<file path="src/fixed_point_execute_unit_assert.svh">
// ----------------------------------------------------------------------------
// fixed point execute unit assertion macros
// shared helpers for concurrent checks, clocked on clock, off during reset
// ----------------------------------------------------------------------------
`ifndef FIXED_POINT_EXECUTE_UNIT_ASSERT_SVH
`define FIXED_POINT_EXECUTE_UNIT_ASSERT_SVH

// same-cycle implication
`define FPEU_ASSERT_NOW(label, pre, post, msg) \
   label: assert property (@(posedge clock) disable iff (reset) (pre) |-> (post)) \
      else $error(msg);

// next-cycle implication
`define FPEU_ASSERT_NEXT(label, pre, post, msg) \
   label: assert property (@(posedge clock) disable iff (reset) (pre) |=> (post)) \
      else $error(msg);

`endif

</file>
<file path="src/fpeu_pkg.sv">
// ----------------------------------------------------------------------------
// fpeu_pkg
// types, codes and helper functions shared by the execute unit modules
// ----------------------------------------------------------------------------
package fpeu_pkg;

   typedef enum logic [4:0] {
      OP_ADDI   = 5'd0,
      OP_ADDIS  = 5'd1,
      OP_ADDIC  = 5'd2,
      OP_SUBFIC = 5'd3,
      OP_MULLI  = 5'd4,
      OP_ADD    = 5'd5,
      OP_SUBF   = 5'd6,
      OP_SUBFE  = 5'd7,
      OP_ANDC   = 5'd8,
      OP_OR     = 5'd9,
      OP_ORI    = 5'd10,
      OP_ANDI   = 5'd11,
      OP_RLWINM = 5'd12,
      OP_RLWIMI = 5'd13,
      OP_MULLW  = 5'd14,
      OP_DIVWU  = 5'd15,
      OP_CMPI   = 5'd16,
      OP_CMPLI  = 5'd17,
      OP_CMPL   = 5'd18,
      OP_TWI    = 5'd19
   } fpeu_op_type;

   typedef enum logic [2:0] {
      ST_IDLE,
      ST_READ,
      ST_LATCH,
      ST_EXEC,
      ST_ITER,
      ST_FINISH
   } fpeu_state_type;

   typedef struct packed {
      logic capture;
      logic latch_ab;
      logic exec;
      logic mul_step;
      logic div_step;
      logic commit;
   } fpeu_cmd_type;

   typedef struct packed {
      logic is_mul;
      logic is_div;
      logic unit_done;
   } fpeu_sts_type;

   localparam logic [4:0]  MUL_LAST = 5'd3;
   localparam logic [4:0]  DIV_LAST = 5'd31;
   localparam logic [63:0] SIGN64   = 64'h8000_0000_0000_0000;
   localparam logic [3:0]  CR_LT    = 4'b1000;
   localparam logic [3:0]  CR_GT    = 4'b0100;
   localparam logic [3:0]  CR_EQ    = 4'b0010;

   function automatic logic [63:0] sx16(input logic [15:0] v);
      return {{48{v[15]}}, v};
   endfunction

   function automatic logic [63:0] sx32(input logic [31:0] v);
      return {{32{v[31]}}, v};
   endfunction

   function automatic logic [3:0] cmp_code(input logic [63:0] x, input logic [63:0] y,
                                           input logic sgn);
      logic [63:0] xs;
      logic [63:0] ys;
      xs = sgn ? (x ^ SIGN64) : x;
      ys = sgn ? (y ^ SIGN64) : y;
      if (xs < ys) return CR_LT;
      else if (xs > ys) return CR_GT;
      else return CR_EQ;
   endfunction

endpackage

</file>
<file path="src/fpeu_ctrl.sv">
// ----------------------------------------------------------------------------
// fpeu_ctrl
// sequencing state machine: operand read, execute, multiply/divide
// iteration and result commit into the output register
// ----------------------------------------------------------------------------
`include "fixed_point_execute_unit_assert.svh"

module fpeu_ctrl import fpeu_pkg::*; (
   input  logic         clock,
   input  logic         reset,
   input  logic         req_valid,
   output logic         req_ready,
   output logic         rsp_valid,
   input  logic         rsp_ready,
   output fpeu_cmd_type cmd,
   input  fpeu_sts_type sts
);

   fpeu_state_type state_ff;
   fpeu_state_type state_in;
   logic           rsp_valid_ff;
   logic           rsp_valid_in;
   logic           out_free;

   assign out_free = !rsp_valid_ff || rsp_ready;

   always_ff @(posedge clock) begin
      if (reset) begin
         state_ff     <= ST_IDLE;
         rsp_valid_ff <= 1'b0;
      end else begin
         state_ff     <= state_in;
         rsp_valid_ff <= rsp_valid_in;
      end
   end

   always_comb begin
      cmd      = '0;
      state_in = state_ff;
      case (state_ff)
         ST_IDLE: begin
            if (req_valid) begin
               cmd.capture = 1'b1;
               state_in    = ST_READ;
            end
         end
         ST_READ: begin
            state_in = ST_LATCH;
         end
         ST_LATCH: begin
            cmd.latch_ab = 1'b1;
            state_in     = ST_EXEC;
         end
         ST_EXEC: begin
            cmd.exec = 1'b1;
            state_in = (sts.is_mul || sts.is_div) ? ST_ITER : ST_FINISH;
         end
         ST_ITER: begin
            cmd.mul_step = sts.is_mul;
            cmd.div_step = sts.is_div;
            if (sts.unit_done) begin
               state_in = ST_FINISH;
            end
         end
         ST_FINISH: begin
            if (out_free) begin
               cmd.commit = 1'b1;
               state_in   = ST_IDLE;
            end
         end
         default: begin
            state_in = ST_IDLE;
         end
      endcase
   end

   always_comb begin
      if (cmd.commit) begin
         rsp_valid_in = 1'b1;
      end else if (rsp_ready) begin
         rsp_valid_in = 1'b0;
      end else begin
         rsp_valid_in = rsp_valid_ff;
      end
   end

   assign req_ready = (state_ff == ST_IDLE);
   assign rsp_valid = rsp_valid_ff;

   `FPEU_ASSERT_NEXT(a_accept_busy, req_valid && req_ready, !req_ready, "ready after accept")
   `FPEU_ASSERT_NEXT(a_commit_valid, cmd.commit, rsp_valid_ff, "commit without valid")
   `FPEU_ASSERT_NOW(a_iter_unit, state_ff == ST_ITER, sts.is_mul || sts.is_div, "bad iteration")

endmodule

</file>
<file path="config.mk">
export PLATFORM = sky130hd
export DESIGN_NAME = fpeu_ctrl
export DESIGN_NICKNAME = d
export VERILOG_FILES = /design/src/fpeu_pkg.sv /design/src/fpeu_ctrl.sv
export VERILOG_INCLUDE_DIRS = /design/src /design/src/src
export SDC_FILE = /design/constraint.sdc
export NUM_CORES = 1
export LEC_CHECK = 0
export BUFFER_PORTS_ARGS = -buffer_cell sky130_fd_sc_hd__clkbuf_2
export CAP_MARGIN = 20
export CORE_AREA = 5 5 42 44
export CTS_CLUSTER_DIAMETER = 100
export DETAILED_ROUTE_END_ITERATION = 8
export DIE_AREA = 0 0 47 49
export PLACE_DENSITY = 0.54
export SYNTH_ARGS = -nofsm -noshare
export SYNTH_HDL_FRONTEND = slang
export SYNTH_SLANG_ARGS = --single-unit
</file>
<file path="constraint.sdc">
create_clock -name clock -period 1 [get_ports clock]
set_input_delay 0.2 -clock clock [delete_from_list [all_inputs] [get_ports clock]]
set_output_delay 0.2 -clock clock [all_outputs]
set_load 0.01 [all_outputs]
</file>
# Word level (Yosys, flattened, before mapping)
# Cells that the tools add are included.
# totals
input_bits	7
register_bits	4
wordCells	30
# classes
reduce_logical	6
eq_ne	8
muxes	14
# op_table
op	n
$pmux W3 S6	1
$mux W1	9
$mux W3	3
$eq A3 B2 Y1 const B	2
$eq A3 B3 Y1 const B	2
$ne A2 B2 Y1 const B	3
$eq A3 B1 Y1 const B	1
$logic_not A3 Y1	1
$reduce_and A3 Y1	1
$logic_or A1 B1 Y1	2
$mux W2	1
$reduce_bool A2 Y1	1
$logic_not A1 Y1	1

# Depth between registers and ports, before layout
# Gate-level depths: netlist (run 1).
# logic_depth
depth_word	5
depth_mapped	4

# Worst setup path before layout (run 1)
# OpenSTA, ideal clock, no wires.
# synth_path
path_kind	reg-to-output
start	register state_ff[0]
end	output port cmd[5] (netlist name)
path_stages_with_launch	4
t_arrival_ns	0.985
required_time_ns	0.800
setup_slack_ns	-0.185
path_buffers	1
path_cell_list	dfxtp_1 buf_6 nor3_1 and2_1
# synth_rtl
element	line	text
from (decl)	fpeu_ctrl.sv:19	fpeu_state_type state_ff;
from (signal assigned)	fpeu_ctrl.sv:32	state_ff <= state_in;
to (decl)	fpeu_ctrl.sv:15	output fpeu_cmd_type cmd,

# Worst setup path in the final report (run 1)
# layout_path
start	register state_ff[2]
end	register state_ff[0]
# layout_via
elab_chain_cells	3
word_cells_on_any_way	11
classes_between	eq/ne: 8; mux: 1; reduce/logical: 2
# layout_lines
element	line	text
$eq A3 B3 Y1 / $logic_not A3 Y1 (equally long branches)	fpeu_ctrl.sv:40	case (state_ff)
$ne A2 B2 Y1 (no line)	--	
$reduce_and A3 Y1 (no line)	--	
# Several ways; a longest one is shown, not always the timed one.
# A chain may end at the register's enable or synchronous reset.

==> impl_metrics.toml, run 1 <==
[logic_synthesis]
synth.avg_cell_area_sq_um = 8.42
synthDistinctLibCells = 19
syn_area_sq_um = 253
synthXorXnorAreaFrac_pct = 3.47
synthAdderAreaFrac_pct = 0
synth.yosys.seq_area_share_pct = 31.7
ys_ff_latch = 4
synth_top_family_by_area = "simple AND/OR/NAND/NOR gates"
synth_nets = 37
muxShareOfSynthArea_pct = 3.96
yosysWarnings = 0
syn_inst = 30
synth-compound-area-share_pct = 12.9
synth-simple-area-share_pct = 33.2

[global_routing]
track_usage_pct = 7.68
grt_pass1_vias = 298
antenna_found_initial = 0
overflow = 0
grt_max_degree = 9
grt_first_pass_wirelength_um = 1270

[clocking]
cts.htree.levels = 1
clk_pin_slew_ps = 40
cts_buffers = 3
cts_root_buffer = "clkbuf_4"
cts.sinks = 4
cts_buffer_depth = 2
tritoncts = "yes"
insertion_delay_ps = 230
hold_buffers = 0

[die]
die_w_um = 47
start_util_pct = 18.0
die_h_um = 49
coreArea_sq_um = 1400
die_area_sq_um = 2300
num_rows = 14
pin_count = 15

[worst_setup_path]
crit_cells = 5
max_stage_delay_ps = 430
cp.arrival_ps = 1420
worstPathRequired_ps = 1130
critPathMostFrequentCell = "buf_6"
crit_chain = "buf_6 > buf_6 > mux2i_1 > or4_1 > o311ai_2"
crit_type = "register to register"
timing.rr.start = "state_ff[2]$_SDFFE_PP0P_"
critPathLaunch = "state_ff[2]$_SDFFE_PP0P_"
crit_path_start_kind = "register"
ff2ff_path_depth = 5
crit_family = "simple AND/OR/NAND/NOR gates"
critPathBufInv = 2
reg2reg_slack_ps = -290
endpoint_kind = "register"
crit_end = "state_ff[0]$_SDFFE_PP0P_"
cp_slowest_cell = "or4_1"
reg2reg_to = "state_ff[0]$_SDFFE_PP0P_"
crit_path_max_fanout = 5

[power]
ir_drop_mv = 1.04
total_power_mw = 0.986
p_per_area_nw_per_um2 = 1940
cellLeakagePower_nw = 0.230

[sta]
drv_slew = 0
rsz0062_at_grt = "yes"
setup-violations-final = 8
slew_headroom_pct = 85.1
post-route-period-util_pct = 129
final.setup_skew_ps = 1.79
worst_pin_slew_ps = 223
max_freq_ghz = 0.775
fin_crit_ps = 1290
final_hold_viol_count = 0
worst_slack_ps = -290

[detailed_routing]
top_layer_used = "met4"
met3_length_um = 55
drt-wirelength-per-cell_um = 11.6
routed-wl-met2_um = 463
drt-total-wl_um = 822
num_vias = 301
drtPass1Iterations = 2
drc = 0
vias_per_cell = 4.24
ant_nets = 0
met1_length_um = 294
initialDrtViolationCount = 2

[final_layout]
antenna_cells = 0
area_growth_syn_to_layout_pct = 101
nFillCells = 157
final_nets = 64
layout_common_cells = "8 x clkbuf_2, 8 x buf_4, 6 x buf_6"
utilization_pct = 36.3
drive_above_1_share_pct = 74.5
multi_input_area_sq_um = 183
seqCellArea_sq_um = 92.6

[status]
status = "finished, violations left"
violations = "negative setup slack"

[placement]
gp_congestion = 0.701
io_buffers = 14
place_hpwl_um = 541
dp_slack_ps = -121

[flow_run]
cap_violations = 0

[min_path]
hold_path.class = "primary input to register"
==> registers in the layout, summed over array words and instances (netlist names) <==
name / cells
state_ff: 3
rsp_valid: 1
==> routing by layer <==
metal / GRT usage (%) / up-vias
met2: 12.0 / 8
met1: 8.13 / 137
li1: - / 154
met4: 2.76 / 0
met3: 4.80 / 2
met5: 0 / -
==> worst min path at each step <==
stage,startpoint,endpoint,slack [ps],depth (start not counted)
floorplan,reset,rsp_valid$_SDFFE_PP0P_,270,1
global placement,reset,state_ff[2]$_SDFFE_PP0P_,510,3
detailed placement,reset,state_ff[2]$_SDFFE_PP0P_,500,3
CTS,reset,state_ff[2]$_SDFFE_PP0P_,240,3
global route,reset,rsp_valid$_SDFFE_PP0P_,250,3
finish,reset,rsp_valid$_SDFFE_PP0P_,250,3
==> what timing repair did <==
action                                  CTS  global route
pin swaps                                 2             2
gates cloned                              0             0
buffers inserted                          3             2
endpoints found under the setup margin    9             9
gates resized for setup                   6            21
==> cells by family (layout without fill, tap and decap cells) <==
kind of cell	count (synthesis)	in the layout
AND/OR/NAND/NOR	14	14
AO/OA/AOI/OAI	5	5
buffers and inverters	5	30
flip-flops	4	4
XOR/XNOR	1	1
multiplexers	1	1
==> cells in the mapped netlist <==
cell type,number,area [sq um]
nand2_1,1,3.75
nand3b_1,2,15.0
buf_6,2,22.5
nor3_1,2,10.0
and2_1,1,6.26
inv_1,2,7.51
nor2b_1,3,18.8
buf_4,1,7.51
o311ai_1,1,8.76
o21ai_0,1,5.00
and3_1,2,12.5
mux2i_1,1,10.0
xnor2_1,1,8.76
dfxtp_1,4,80.1
a21oi_1,2,10.0
a211o_1,1,8.76
nor2_1,1,3.75
nand2b_1,1,6.26
or4_1,1,7.51
==> stage by stage <==
stage	std cells	hold slack [ps]	cell area [sq um]	TNS [ps]
6_report	71	251	508	-1990
5_1_grt	71	254	508	-2430
4_1_cts	69	235	434	-2320
3_5_place_dp	63	495	373	-800
3_3_place_gp	63	509	373	-840
2_1_floorplan	30	269	268	-85.9
==> worst min-delay path, delay by kind of cell <==
| family | cells | cell delay (ps) |
|---|---|---|
| AO/OA/AOI/OAI | 1 | 30 |
| buffers and inverters | 2 | 210 |
==> power breakdown <==
part | internal, mW | switching, mW
Clock | 0.134 | 0.0652
Combinational | 0.302 | 0.191
Sequential | 0.213 | 0.0809
==> final cells by class <==
type | count | area share, %
flip-flops and latches | 4 | 18.2
inverters | 2 | 1.48
well taps | 16 | 3.94
clock buffers | 3 | 4.43
repair buffers | 25 | 36.0
multi-input cells | 21 | 36.0
(Power assumes the default switching activity.)
==> run 2: changes to the inputs <==
--- a/config.mk
+++ b/config.mk
@@ -9,6 +9,7 @@
 export BUFFER_PORTS_ARGS = -buffer_cell sky130_fd_sc_hd__clkbuf_2
 export CAP_MARGIN = 20
 export CORE_AREA = 5 5 42 44
+export CTS_BUF_LIST = sky130_fd_sc_hd__clkbuf_8
 export CTS_CLUSTER_DIAMETER = 100
 export DETAILED_ROUTE_END_ITERATION = 8
 export DIE_AREA = 0 0 47 49
==> run 2 against run 1 <==
The flow still finishes with violations (negative setup slack); power up 15%; register-to-register slack improved by 20 ps; non-clock buffer count increased by 2; worst setup slack improved by 17 ps; largest power group unchanged; largest cell class is now non-clock buffers; worst hold slack better by 34 ps; maximum frequency rose by 1.3%; via count increased by 3.7%; highest routed layer is now met3; die area unchanged; routed wire length rose by 0.85%; cell count rose by 2.8%; sequential share of layout area down 2.0 points.
==> impl_metrics.toml, run 2 (synthesized netlist as in run 1, its figures left out) <==
[status]
status = "finished, violations left"
violations = "negative setup slack"

[final_layout]
final_nets = 66
final_common_cell = "buf_6"
layoutNonFillerInstCount = 73
largest_reg_flops = 3
layout_common_cells = "10 x buf_6, 7 x clkbuf_2, 7 x buf_4"
area_growth_syn_to_layout_pct = 123
drive_above_1_share_pct = 75.4
utilization_pct = 40.2
finalInstanceArea_sq_um = 563
top_register = "state_ff"
antenna_cells = 0

[detailed_routing]
initialDrtViolationCount = 1
ant_nets = 0
drtPass1Iterations = 2
num_vias = 312
vias_per_cell = 4.27
drc = 0
drt-total-wl_um = 829
drt-wirelength-per-cell_um = 11.4

[placement]
dpl_cell_area_sq_um = 373
placedCellCount = 63
place_hpwl_um = 541
gp_congestion = 0.701
dp_slack_ps = -121
io_buffers = 14

[worst_setup_path]
crit_path_max_fanout = 3
crit_chain = "buf_6 > buf_6 > mux2i_1 > or4_1 > o311ai_2"
worstPathRequired_ps = 1110
reg2reg_to = "state_ff[0]$_SDFFE_PP0P_"
max_stage_delay_ps = 430
critPathMostFrequentCell = "buf_6"
cp_slowest_cell = "or4_1"
timing.rr.start = "state_ff[2]$_SDFFE_PP0P_"
crit_family = "simple AND/OR/NAND/NOR gates"
critPathBufInv = 2
cp.arrival_ps = 1390
crit_type = "register to register"
ff2ff_path_depth = 5
reg2reg_slack_ps = -270
endpoint_kind = "register"
critPathLaunch = "state_ff[2]$_SDFFE_PP0P_"
crit_path_start_kind = "register"

[min_path]
hold_start = "reset"
hold_path.class = "primary input to register"
min_path_cells = 3
holdPathEnd = "rsp_valid$_SDFFE_PP0P_"

[sta]
drv_slew = 0
post-route-period-util_pct = 127
final.setup_skew_ps = 2.41
fin_crit_ps = 1270
final_hold_viol_count = 0
setup-violations-final = 8
rsz0062_at_grt = "yes"
max_freq_ghz = 0.786
worst_slack_ps = -273
worst_pin_slew_ps = 199
slew_headroom_pct = 86.7

[global_routing]
antenna_found_initial = 0
grt_pass1_vias = 322
grt_max_degree = 9
grt_first_pass_wirelength_um = 1350
overflow = 0
track_usage_pct = 7.82

[die]
die_area_sq_um = 2300
coreArea_sq_um = 1400
start_util_pct = 18.0
pin_count = 15
die_h_um = 49
die_w_um = 47
num_rows = 14

[clocking]
hold_buffers = 0
cts_buffers = 3
cts.htree.levels = 1
cts.sinks = 4
tritoncts = "yes"
cts_buffer_depth = 2
clk_pin_slew_ps = 30
cts_root_buffer = "clkbuf_8"
insertion_delay_ps = 210

[power]
seqPwrFrac_pct = 25.5
p_int_mw = 0.789
ir_drop_mv = 1.02
cellLeakagePower_nw = 0.251
p_per_area_nw_per_um2 = 2020
p_clk_share_pct = 29.1
power_frac_comb_pct = 45.4
p_switching_mw = 0.347
switching_share_pct = 30.6

[flow_run]
cap_violations = 0
==> run 2: cell types whose count changed in the layout (fill, tap and decap cells not counted) <==
| cell | change |
|---|---|
| dfxtp_2 | -1 |
| buf_6 | +4 |
| clkbuf_8 | +3 |
| buf_4 | -1 |
| and3_4 | +1 |
| clkbuf_2 | -1 |
| clkbuf_4 | -3 |
| dfxtp_1 | +1 |
| and3_1 | -1 |
==> run 2: power by group through the flow <==
stage / registers, mW / clock network [mW] / logic [mW]
global placement: 0.278 / 0 / 0.345
floorplan: 0.235 / 0 / 0.267
global route: 0.306 / 0.363 / 0.552
CTS: 0.275 / 0.344 / 0.420
detailed placement: 0.276 / 0 / 0.348
finish: 0.290 / 0.331 / 0.516
==> run 2: cell type report <==
type                    count  area, sq um
fillers                   150          838
repair buffers             27          215
multi-input cells          21          188
flip-flops and latches      4         91.3
clock buffers               3         41.3
well taps                  16         20.0
inverters                   2         7.51
==> run 2: how the worst max path moves through the flow <==
stage | endpoint | depth (start not counted)
after detailed placement | state_ff[0]$_SDFFE_PP0P_ | 3
after global routing | state_ff[0]$_SDFFE_PP0P_ | 5
after floorplan | state_ff[0]$_SDFFE_PP0P_ | 4
final | state_ff[0]$_SDFFE_PP0P_ | 5
after CTS | cmd[5] | 4
after global placement | state_ff[0]$_SDFFE_PP0P_ | 3
==> run 2: layer usage <==
layer / wire (um) / vias to the layer above / track usage, %
li1: - / 160 / -
met1: 313 / 147 / 8.79
met2: 479 / 5 / 13.1
met3: 36 / 0 / 3.69
met4: 0 / 0 / 1.38
met5: 0 / - / 0
==> run 2: what timing repair did <==
action                                  4_1_cts  5_1_grt
pin swaps                                     2        4
endpoints found under the setup margin        9       10
cloned                                        0        0
setup buffers                                 6        1
gates resized for setup                       7       25
==> run 2: worst register-to-register path: stages, from the launching register on <==
cell and delay, ps:
dfxtp_4 340, buf_6 110, buf_6 100, mux2i_1 100, or4_1 430, o311ai_2 90
==> run 2: per-stage QoR <==
step                      setup TNS [ps]  power [mW]  hold WS, ps
after CTS                          -2040        1.04          262
final                              -1760        1.14          285
after global placement              -840       0.624          509
after global routing               -2080        1.22          293
after detailed placement            -800       0.624          495
after floorplan                    -85.9       0.502          269
==> run 3: changes to the inputs <==
--- a/config.mk
+++ b/config.mk
@@ -14,6 +14,7 @@
 export DETAILED_ROUTE_END_ITERATION = 8
 export DIE_AREA = 0 0 47 49
 export PLACE_DENSITY = 0.54
+export RECOVER_POWER = 50
 export SYNTH_ARGS = -nofsm -noshare
 export SYNTH_HDL_FRONTEND = slang
 export SYNTH_SLANG_ARGS = --single-unit
==> run 3 against run 2 <==
The run still ends with negative setup slack left; combinational power hardly changed; global-route usage did not move; non-clock buffer count is the same; utilization down 0.089 points; via count unchanged; sequential share of layout area is essentially flat; sequential cell count stayed put; clock skew did not move; sequential power barely moved; count of clock-buffer cells in the layout is the same; first-iteration DRC count is the same; critical path type unchanged.
==> impl_metrics.toml, run 3 (synthesized netlist as in run 1, its figures left out) <==
[status]
status = "finished, violations left"
violations = "negative setup slack"

[detailed_routing]
drc = 0
drtPass1Iterations = 2
initialDrtViolationCount = 1
vias_per_cell = 4.27
drt-total-wl_um = 831
num_vias = 312
ant_nets = 0
drt-wirelength-per-cell_um = 11.4

[final_layout]
final_nets = 66
largest_reg_flops = 3
layout_common_cells = "10 x buf_6, 7 x buf_4, 6 x clkbuf_2"
final_common_cell = "buf_6"
antenna_cells = 0
drive_above_1_share_pct = 73.7
top_register = "state_ff"
area_growth_syn_to_layout_pct = 122

[die]
die_h_um = 49
die_area_sq_um = 2300
pin_count = 15
start_util_pct = 18.0
die_w_um = 47
coreArea_sq_um = 1400
num_rows = 14

[worst_setup_path]
critPathBufInv = 2
worstPathRequired_ps = 1110
endpoint_kind = "register"
reg2reg_to = "state_ff[0]$_SDFFE_PP0P_"
crit_path_max_fanout = 3
cp_slowest_cell = "or4_1"
crit_family = "simple AND/OR/NAND/NOR gates"
crit_type = "register to register"
cp.arrival_ps = 1390
timing.rr.start = "state_ff[2]$_SDFFE_PP0P_"
ff2ff_path_depth = 5
critPathMostFrequentCell = "buf_6"
crit_path_start_kind = "register"
reg2reg_slack_ps = -270
crit_chain = "buf_6 > buf_6 > mux2i_1 > or4_1 > o311ai_2"
max_stage_delay_ps = 430

[clocking]
cts_buffer_depth = 2
tritoncts = "yes"
cts.htree.levels = 1
hold_buffers = 0
cts.sinks = 4
cts_buffers = 3
clk_pin_slew_ps = 30
insertion_delay_ps = 210
cts_root_buffer = "clkbuf_8"

[power]
p_per_area_nw_per_um2 = 2020
total_power_mw = 1.14
ir_drop_mv = 1.02
cellLeakagePower_nw = 0.248

[min_path]
holdPathEnd = "rsp_valid$_SDFFE_PP0P_"
hold_path.class = "primary input to register"
hold_start = "reset"
min_path_cells = 3

[global_routing]
overflow = 0
grt_first_pass_wirelength_um = 1350
antenna_found_initial = 0
grt_max_degree = 9
track_usage_pct = 7.82
grt_pass1_vias = 322

[sta]
post-route-period-util_pct = 127
worst_slack_ps = -273
rsz0062_at_grt = "yes"
final.setup_skew_ps = 2.41
max_freq_ghz = 0.786
slew_headroom_pct = 86.7
tns_ps = -1760
fin_crit_ps = 1270
final_hold_viol_count = 0
worst_pin_slew_ps = 199
drv_slew = 0
setup-violations-final = 8

[placement]
gp_congestion = 0.701
place_hpwl_um = 541
io_buffers = 14

[flow_run]
cap_violations = 0
-- run 3: cell counts in the layout (fill, tap and decap cells not counted) --
No cell type changed its count.
-- run 3: per-stage QoR --
step | hold WS (ps) | setup slack, ps | instances | cell area (sq um) | util, %
after floorplan | 269 | -58.7 | 30 | 268 | -
after global placement | 509 | -133 | 63 | 373 | 26.6
after detailed placement | 495 | -121 | 63 | 373 | 26.6
after CTS | 262 | -286 | 72 | 478 | 34.1
after global routing | 293 | -329 | 73 | 562 | 40.1
final | 285 | -273 | 73 | 562 | 40.1
-- run 3: power by group --
part,leakage [nW],internal [mW],switching [mW]
clock network,0.0216,0.256,0.0747
registers,0.0348,0.213,0.0774
logic,0.191,0.320,0.195
total,0.248,0.789,0.347
-- run 3: timing repair --
item | in CTS | in global routing
buffers inserted | 6 | 1
pin swaps | 2 | 4
resized for setup | 7 | 25
endpoints found under the setup margin | 9 | 10
-- run 3: final cells by class --
cell class                 count  area (sq um)
fill                         150           840
timing repair buffer          27           214
multi-input combinational     21           188
sequential                     4          91.3
clock buffer                   3          41.3
tap                           16          20.0
inverter                       2          7.51
-- run 3: tightest hold or removal path: stages --
cell	delay (ps)
clkbuf_2	80
buf_4	130
a21oi_2	30
-- run 3: how the worst max path moves through the flow --
| stage | from | end | slack (ps) | cells past startpoint |
|---|---|---|---|---|
| 4_1_cts | state_ff[2]$_SDFFE_PP0P_ | cmd[5] | -290 | 4 |
| 3_3_place_gp | state_ff[0]$_SDFFE_PP0P_ | state_ff[0]$_SDFFE_PP0P_ | -130 | 3 |
| 2_1_floorplan | state_ff[2]$_SDFFE_PP0P_ | state_ff[0]$_SDFFE_PP0P_ | -60 | 4 |
| 6_report | state_ff[2]$_SDFFE_PP0P_ | state_ff[0]$_SDFFE_PP0P_ | -270 | 5 |
| 3_5_place_dp | state_ff[0]$_SDFFE_PP0P_ | state_ff[0]$_SDFFE_PP0P_ | -120 | 3 |
| 5_1_grt | state_ff[2]$_SDFFE_PP0P_ | state_ff[0]$_SDFFE_PP0P_ | -330 | 5 |
-- run 3: per-layer routing --
layer	vias up	global-route usage [%]	part of all wire, %
met3	0	3.69	4.3
met1	147	8.79	38
met2	5	13.1	58
met5	-	0	0
met4	0	1.38	0
li1	160	-	-
